==> src/rsch_pkg.sv <==
// ---------------------------------------------------------------------------
// rsch_pkg
// Types and constants shared by the ray/sphere closest-hit block.
// ---------------------------------------------------------------------------
package rsch_pkg;

   localparam int NUM_SPHERES = 16;
   localparam int SLOT_W      = (NUM_SPHERES > 1) ? $clog2(NUM_SPHERES) : 1;
   localparam int CNT_W       = $clog2(NUM_SPHERES + 1);
   localparam int SQRT_BITS   = 38;

   localparam logic ACT_LOAD  = 1'b0;
   localparam logic ACT_TRACE = 1'b1;

   localparam logic [30:0] DIST_MAX = 31'h7FFF_FFFF;

   typedef struct packed {
      logic               action;
      logic [3:0]         slot;
      logic [30:0]        radius;
      logic signed [31:0] point_x;
      logic signed [31:0] point_y;
      logic signed [31:0] point_z;
      logic signed [15:0] dir_x;
      logic signed [15:0] dir_y;
      logic signed [15:0] dir_z;
   } req_type;

   typedef struct packed {
      logic        hit;
      logic [30:0] hit_distance;
      logic [3:0]  hit_index;
   } rsp_type;

   typedef enum logic [3:0] {
      ST_IDLE,
      ST_READ,
      ST_PROD,
      ST_SUM,
      ST_DOT,
      ST_SQB,
      ST_RAD,
      ST_SQRT,
      ST_DONE
   } state_type;

endpackage

==> src/rsch_sqrt.sv <==
// ---------------------------------------------------------------------------
// rsch_sqrt
// Bit-serial integer square root by shift and subtract, one result bit per
// cycle; done pulses for one cycle once the root is final.
// ---------------------------------------------------------------------------
module rsch_sqrt import rsch_pkg::*; (
   input  logic        clock,
   input  logic        reset,
   input  logic        start,
   input  logic [75:0] value,
   output logic        done,
   output logic [37:0] root
);
   logic [75:0] val_ff, val_in;
   logic [39:0] rem_ff, rem_in;
   logic [37:0] root_ff, root_in;
   logic [5:0]  bit_ff, bit_in;
   logic        busy_ff, busy_in;
   logic        done_ff, done_in;
   logic [41:0] shifted;
   logic [41:0] trial;

   always_comb begin
      // bring down the next two radicand bits and try root*4 + 1
      shifted = {rem_ff, val_ff[75:74]};
      trial   = {2'b00, root_ff, 2'b01};
      val_in  = val_ff;
      rem_in  = rem_ff;
      root_in = root_ff;
      bit_in  = bit_ff;
      busy_in = busy_ff;
      done_in = 1'b0;
      if (start) begin
         val_in  = value;
         rem_in  = '0;
         root_in = '0;
         bit_in  = 6'(SQRT_BITS - 1);
         busy_in = 1'b1;
      end else if (busy_ff) begin
         val_in = {val_ff[73:0], 2'b00};
         if (shifted >= trial) begin
            rem_in  = 40'(shifted - trial);
            root_in = {root_ff[36:0], 1'b1};
         end else begin
            rem_in  = 40'(shifted);
            root_in = {root_ff[36:0], 1'b0};
         end
         if (bit_ff == 6'd0) begin
            busy_in = 1'b0;
            done_in = 1'b1;
         end else begin
            bit_in = bit_ff - 6'd1;
         end
      end
   end

   always_ff @(posedge clock) begin
      if (reset) begin
         busy_ff <= 1'b0;
         done_ff <= 1'b0;
      end else begin
         busy_ff <= busy_in;
         done_ff <= done_in;
      end
      val_ff  <= val_in;
      rem_ff  <= rem_in;
      root_ff <= root_in;
      bit_ff  <= bit_in;
   end

   assign done = done_ff;
   assign root = root_ff;
endmodule

==> config.mk <==
export PLATFORM = sky130hd
export DESIGN_NAME = rsch_sqrt
export DESIGN_NICKNAME = d
export VERILOG_FILES = /design/src/rsch_pkg.sv /design/src/rsch_sqrt.sv
export SDC_FILE = /design/constraint.sdc
export NUM_CORES = 1
export LEC_CHECK = 0
export BUFFER_PORTS_ARGS = -buffer_cell sky130_fd_sc_hd__buf_4
export CAP_MARGIN = 10
export CORE_ASPECT_RATIO = 1.2
export CORE_UTILIZATION = 58
export CTS_CLUSTER_DIAMETER = 200
export CTS_CLUSTER_SIZE = 12
export DETAILED_ROUTE_END_ITERATION = 8
export HOLD_SLACK_MARGIN = 0.12
export PLACE_DENSITY = 0.8
export RECOVER_POWER = 50
export SKIP_CTS_REPAIR_TIMING = 1
export SLEW_MARGIN = 20
export SYNTH_ARGS = -nofsm -noshare
export SYNTH_HDL_FRONTEND = slang
export SYNTH_SLANG_ARGS = --single-unit
==> constraint.sdc <==
create_clock -name clock -period 3.77 [get_ports clock]
set_input_delay 0.5655 -clock clock [delete_from_list [all_inputs] [get_ports clock]]
set_output_delay 0.5655 -clock clock [all_outputs]
set_load 0.05 [all_outputs]
==> key figures, run 1 <==
Outcome
  – Outcome: finished with violations
  – Failing checks: capacitance limit, slew limit

Layout
  – Most common cell after layout, fill and taps aside: nor2_1
  – Diodes inserted: 0
  – Share of cells above drive strength 1: 20.4%
  – Area grow syn2layout: 16.7%
  – Most frequent cells in the layout: 99 x nor2_1, 85 x dfxtp_1, 81 x buf_4
  – Nets@finish: approximately 1100
  – Design area: slightly above 10000 sq um

Pwr
  – Leakage power: between 0.004 and 0.005 uW
  – PnR Total Power: 7920 uW
  – PD cells: roughly 760 nW/um^2
  – Maximum vdd drop: roughly 800 uV

Place
  – Buffers on Ports: between 100 and 150
  – Post-Place Cell Area: 9920 sq um
  – DPL Wire Length: between 10 and 15 mm
  – RD Place Congestion: between 0.8 and 0.9

Floorplanning
  – Core Footprint: around 15000 sq um
  – Die width: 115 um
  – Die Span Y: 138 um
  – Initial Util: 59.4%
  – IO Count: about 120
  – # rows: about 50
  – Die area: around 16000 sq um

CTS
  – CTS clock-pin slew for the worst setup and hold paths: about 0.070 ns
  – Num CTS Buffers: 17
  – CTS H-Tree Depth: 4
  – CTS Root Buffer Type: clkbuf_16
  – Clock buffer depth: 2
  – Sink Count: about 160
  – Clk_lat worst skew: ~0.43 ns
  – TritonCTS clock tree: done

Job
  – Max_cap viols: 1

Worst setup path
  – Critical path class: reg -> reg
  – Worst r2r dst: rem_ff[24]
  – Critical path's top delay family: compound AO/OA/AOI/OAI gates
  – CP Capture Type: flop
  – Cell Chain, Critical Path: inv_1 > ha_1 > nand4_2 > or3_1 > a211oi_2 > o311ai_1 > nand3_2 > a31oi_2 > o41ai_4 > buf_12 > mux2i_1 > a211oi_1
  – R2r worst-path depth: 12
  – Crit-path slowest cell: ha_1
  – Worst Path Max Fanout: 22
  – Max incr delay on CP: between 0.4 and 0.5 ns
  – Buffers and inverters on the worst path: 2
  – WP data arrival: between 3 and 4 ns
  – R2R Path Start: root[9]
  – CP Launch Type: flop
  – Critical path required time: a little under 4 ns
  – Worst reg-to-reg setup slack: 0.47 ns

Timing
  – Setup skew after layout: ~0.0094 ns
  – Rel. slew slack: -27.8%
  – Least-Margin Pin Slew: ~1.9 ns
  – Crit path time final: 3.30 ns
  – Setup TNS: 0 ns
  – Achievable frequency: approximately 0.30 GHz
  – Final hold violation count: 0
  – Endpoints failing setup: 0
  – Period utilization: between 80% and 90%
  – Max-slew violations: roughly 160
  – Unrepaired setup endpoints after global routing: no

Logic synthesis
  – Main combinational cell family by area after synthesis: multiplexers
  – Yosys cell types: between 50 and 60
  – Mapped Cells: between 800 and 900
  – Post-Synth Adder-Cell Area: ~5.9%
  – Main synth FF type: dfxtp_1
  – Synth Area in Simple Gates: 10.6%
  – FF+latch count, synth: ~160
  – Post-synthesis compound-gate area fraction: between 10% and 20%
  – Post-synth net total: between 900 and 1000
  – EDFF count, synth: 76
  – Register area share after synthesis: a little under half
  – Mapped cell area: approximately 9000 sq um
  – YS warnings: 0
  – Synth Area in XOR/XNOR: roughly 4%
  – Synth Area per Inst: 10.3 sq um
  – Fraction of registers with async set/reset: 0%
  – Post-synthesis mux area share: around 17%

Hold path
  – Hold Startpoint: reset
  – Hold path cells: 2
  – Hold EP: busy_ff
  – Hold Crit Class: in -> reg

Global routing
  – Antenna violations before repair: 0
  – Total GRT Usage: about a quarter
  – GRT Residual Overflow: 0
  – First-pass GRT wire length: between 30 and 40 mm
  – Vias in the first global route: around 6500
  – Pin count of the biggest net entering global routing: approximately 160

Drt
  – Final antenna-violating net count: 0
  – DR WL met2: around 9 mm
  – Drc violations: 0
  – Mean routed wirelength per cell: 15.9 um
  – Total number of vias: 6698
  – Met1 WL: 7.87 mm
  – Vias/cell: between 5 and 6
  – Met3 Wirelength: 1.19 mm
  – First-pass iteration count of the detailed router: 4
  – First DRT Iteration DRCs: 304
  – Total wire length: 18.6 mm
  – Top Layer Used: met4
[logic make-up (layout without fill, tap and decap cells)]
family / count (synthesis) / count (layout)
AOI/OAI and AO/OA: 170 / 170
buffers and inverters: 98 / 207
DFF: 162 / 162
adders and majority gates: 42 / 42
muxes: 144 / 144
xor gates and xnor gates: 41 / 41
and+or+nand+nor: 205 / 205
[sequential cells by signal (all words and copies together) (netlist names)]
register  cells
bit_ff        6
busy_ff       1
done          1
rem_ff       40
root         38
val_ff       76
[synthesized netlist by cell type, types with 2 or more instances]
library cell	count	area (sq um)
nand4b_1	2	17.5
buf_2	2	10.0
and2_1	2	12.5
nand4_1	15	93.8
nor2_1	99	372
o22ai_1	5	31.3
buf_6	3	33.8
o31a_1	2	17.5
inv_1	49	184
a31oi_1	6	37.5
dfxtp_1	86	1720
o21bai_1	8	60.1
a21oi_1	48	240
xor2_1	16	140
nand3_1	6	30.0
clkbuf_1	36	135
and4_1	3	26.3
edfxtp_1	76	2280
a311oi_1	2	17.5
a2bb2oi_1	3	26.3
xnor2_1	25	219
nand2_1	43	161
a211oi_1	35	263
o21a_1	3	22.5
nor2b_1	3	18.8
a221oi_1	2	17.5
o221ai_1	3	26.3
and3_1	3	18.8
mux2i_1	70	701
ha_1	42	526
mux2_2	74	833
or3_1	4	25.0
o21ai_0	28	140
a21o_1	14	105
nor4_1	4	25.0
nand2b_1	7	43.8
nor3_1	8	40.0
buf_1	6	22.5
[stage by stage]
step	hold WS, ns	cells	utilization (%)	setup slack [ns]
after global placement	0.489	1143	66.3	0.682
after CTS	0.284	1175	70.3	0.528
after detailed placement	0.488	1143	66.3	0.535
final	0.299	1175	69.3	0.470
after floorplan	0.459	862	-	0.427
after global routing	0.281	1175	69.3	0.272
[worst max path at each step]
stage	startpoint	to	cells after the start
finish	root[9]	rem_ff[24]	12
CTS	root[9]	rem_ff[24]	12
global route	root[9]	rem_ff[26]	12
detailed placement	root[9]	rem_ff[24]	12
floorplan	root[9]	rem_ff[26]	13
global placement	root[9]	rem_ff[32]	12
[layout make-up]
cell class | count | area, sq um
clock inverters | 11 | 113
fillers | 1181 | 4600
flip-flops and latches | 162 | 4010
multi-input cells | 602 | 4480
repair buffers | 125 | 826
well taps | 204 | 255
inverters | 50 | 188
clock buffers | 21 | 493
[where the power goes]
group          internal, uW  total (uW)  leakage, uW  switching, uW
registers              2090        2240      0.00147            147
clock network          1020        1770     0.000298            752
logic                  1810        3910      0.00243           2100
[layer usage]
metal | GRT usage, % | vias up
met2 | 41.3 | 197
met3 | 7.70 | 34
met5 | 0 | -
li1 | - | 3309
met4 | 9.52 | 0
met1 | 29.0 | 3158
Note: power is estimated with default switching activity, not from simulation.
==> run 2, diff against run 1 <==
--- a/config.mk
+++ b/config.mk
@@ -5,15 +5,16 @@
 export SDC_FILE = /design/constraint.sdc
 export NUM_CORES = 1
 export LEC_CHECK = 0
+export ABC_AREA = 1
 export BUFFER_PORTS_ARGS = -buffer_cell sky130_fd_sc_hd__buf_4
 export CAP_MARGIN = 10
 export CORE_ASPECT_RATIO = 1.2
-export CORE_UTILIZATION = 58
+export CORE_UTILIZATION = 59
 export CTS_CLUSTER_DIAMETER = 200
 export CTS_CLUSTER_SIZE = 12
 export DETAILED_ROUTE_END_ITERATION = 8
 export HOLD_SLACK_MARGIN = 0.12
-export PLACE_DENSITY = 0.8
+export PLACE_DENSITY = 0.81
 export RECOVER_POWER = 50
 export SKIP_CTS_REPAIR_TIMING = 1
 export SLEW_MARGIN = 20
==> key figures, run 2 <==
Outcome
  – Outcome: finished with violations
  – Failing checks: capacitance limit, slew limit

Layout
  – Biggest register: val_ff
  – Share of cells above drive strength 1: 9.90% (-10 points)
  – Max reg flops: 76 (unchanged)
  – FILL cells: 1448 (+23%)
  – Diodes inserted: 0 (unchanged)
  – Most frequent cells in the layout: 665 x nand2_1, 192 x inv_1, 101 x buf_4
  – Area taken by multi-input logic gates: 4790 sq um (+7.0%)
  – Most common cell after layout, fill and taps aside: nand2_1
  – Nets@finish: 1663 (+54%)
  – Register area: 4000 sq um (about the same)
  – Area grow syn2layout: 15.6%

Worst setup path
  – Worst Path Max Fanout: 28 (+27%)
  – Cell Chain, Critical Path: inv_1 > ha_1 > nand2_1 > inv_1 > a21oi_1 > and2_1 > nand2_1 > nand2_1 > nand4_4 > buf_4 > nand2_1 > nand2_1 > nand2_1 > nand2_1
  – Max incr delay on CP: 0.39 ns (-0.03 ns)
  – Cell mode on critical path: nand2_1
  – CP Launch Type: flop
  – Crit-path slowest cell: buf_4
  – Critical path class: reg -> reg
  – WP data arrival: 3.22 ns (-0.29 ns)
  – CP Capture Type: flop
  – Critical path required time: 4.11 ns (+0.13 ns)

Timing
  – Endpoints failing setup: 0 (unchanged)
  – Max-slew violations: 39 (-76%)
  – Setup skew after layout: 0.0184 ns (+0.00892 ns)
  – Period utilization: 76.5% (-11 points)
  – Unrepaired setup endpoints after global routing: no
  – Final hold violation count: 0 (unchanged)
  – Achievable frequency: 0.347 GHz (+14%)
  – Setup TNS: 0 ns (unchanged)
  – Least-Margin Pin Slew: 2.00 ns (+0.0845 ns)
  – Rel. slew slack: -33.4% (-5.6 points)
  – Crit path time final: 2.88 ns (-0.415 ns)

Logic synthesis
  – Fraction of registers with async set/reset: 0% (unchanged)
  – Synth area leader: nand2_1
  – FF+latch count, synth: 162 (unchanged)
  – Register area share after synthesis: 41.0% (-4.0 points)
  – EDFF count, synth: 76 (unchanged)
  – YS warnings: 0 (unchanged)
  – Yosys cell types: 35 (-39%)
  – Synth Area per Inst: 6.77 sq um (-34%)
  – Mapped Cells: 1440 (+67%)
  – Main area contributors after synthesis: nand2_1 26%, edfxtp_1 23%, dfxtp_1 18%
  – Post-synth net total: 1561 (+59%)
  – Commonest cells post-synth: 665 x nand2_1, 193 x inv_1, 86 x dfxtp_1, 86 x nand3_1, 76 x edfxtp_1
  – Mapped cell area: 9760 sq um (+9.9%)
  – Top cell type's share of synthesized area: 25.6% (-0.11 points)
  – Most frequent cell after synthesis: nand2_1
  – Main synth FF type: dfxtp_1

Place
  – DPL Wire Length: 19.2 mm (+51%)
  – Buffers on Ports: 117 (unchanged)
  – RD Place Congestion: 0.963 (+10%)

Drt
  – Total wire length: 25.7 mm (+38%)
  – Mean routed wirelength per cell: 14.6 um (-8.3%)
  – Final antenna-violating net count: 0 (unchanged)
  – Drc violations: 0 (unchanged)
  – Vias/cell: 5.21 (-8.6%)
  – First DRT Iteration DRCs: 535 (+76%)
  – Total number of vias: 9204 (+37%)
  – First-pass iteration count of the detailed router: 5 (+1)

CTS
  – Sink Count: 162 (unchanged)
  – CTS Root Buffer Type: clkbuf_16
  – CTS H-Tree Depth: 4 (unchanged)
  – CTS clock-pin slew for the worst setup and hold paths: 0.07 ns (about the same)
  – Clk_lat worst skew: 0.45 ns (+0.02 ns)
  – Clock buffer depth: 2 (unchanged)
  – TritonCTS clock tree: done
  – Num CTS Buffers: 17 (unchanged)

Floorplanning
  – Die Span Y: 143 um (+3.9%)
  – # rows: 51 (+4.1%)
  – IO Count: 118 (unchanged)
  – Die width: 119 um (+3.9%)
  – Core Footprint: 16200 sq um (+8.3%)
  – Initial Util: 60.2% (+0.83 points)
  – Die area: 17100 sq um (+7.9%)

Global routing
  – Total GRT Usage: 31.5% (+7.0 points)
  – Vias in the first global route: 8864 (+36%)
  – Pin count of the biggest net entering global routing: 88 (-46%)
  – Antenna violations before repair: 0 (unchanged)
  – First-pass GRT wire length: 42.1 mm (+39%)
  – GRT Residual Overflow: 0 (unchanged)

Hold path
  – Hold Crit Class: in -> reg

Job
  – Max_cap viols: 1 (unchanged)
-- run 2: cell count changes in the layout (fill, tap and decap cells not counted), sizes merged, moves of 35 or more --
cell	previous run	this run
mux2	74	0
a211oi	36	1
nand2	43	667
mux2i	70	0
inv	55	205
nand3	7	88
-- run 2: final timing paths --
check	to	startpoint	slack (ns)	cells past startpoint
setup / recovery	rem_ff[22]	root[23]	0.89	14
setup reg to reg	rem_ff[22]	root[23]	0.89	14
hold reg to reg	rem_ff[31]	rem_ff[31]	0.47	2
hold / removal	busy_ff	reset	0.30	2
-- run 2: kinds of logic (layout without fill, tap and decap cells) --
logic type,after synthesis,in the layout,share of synthesized area [%]
compound gates,106,106,6.12
xor+xnor,19,19,1.71
fa+ha+maj,42,42,5.39
buf+inv,243,358,9.88
flops,162,162,41.0
simple gates,868,868,35.9
-- run 2: critical path, delay by kind of cell, from the launching register on --
kind / cells / cell delay (ns)
compound gates: 1 / 0.25
buf+inv: 3 / 0.55
fa+ha+maj: 1 / 0.37
simple gates: 9 / 1.25
flops: 1 / 0.35
-- run 2: routing by layer --
metal  vias up  wire (um)  GRT usage [%]  part of all wire [%]
met5         -          0              0                     0
met4         0        663           13.0                   2.6
met3        45       1240           6.07                   4.8
met2       254      13100           57.3                    51
met1      4182      10700           36.2                    42
li1       4723          -              -                     -
-- run 2: area by class of cell --
type	instances	area share [%]
clock buffers	18	3.80
clock inverters	14	1.48
inverters	200	6.68
flip-flops and latches	162	35.5
well taps	212	2.35
repair buffers	126	7.72
multi-input cells	1035	42.5
-- run 2: per-stage QoR --
step | instance area, sq um | instances | setup WS (ns) | utilization, % | hold WS (ns)
after floorplan | 9760 | 1440 | 0.00538 | - | 0.443
after global placement | 10800 | 1735 | 1.01 | 66.5 | 0.457
after detailed placement | 10800 | 1735 | 0.964 | 66.5 | 0.466
after CTS | 11400 | 1767 | 0.942 | 70.1 | 0.287
after global routing | 11300 | 1767 | 0.678 | 69.6 | 0.287
final | 11300 | 1767 | 0.885 | 69.6 | 0.297
Power of run 2 is not shown: default switching activity piles up to over one toggle a cycle in this logic, so the estimate is an artifact.
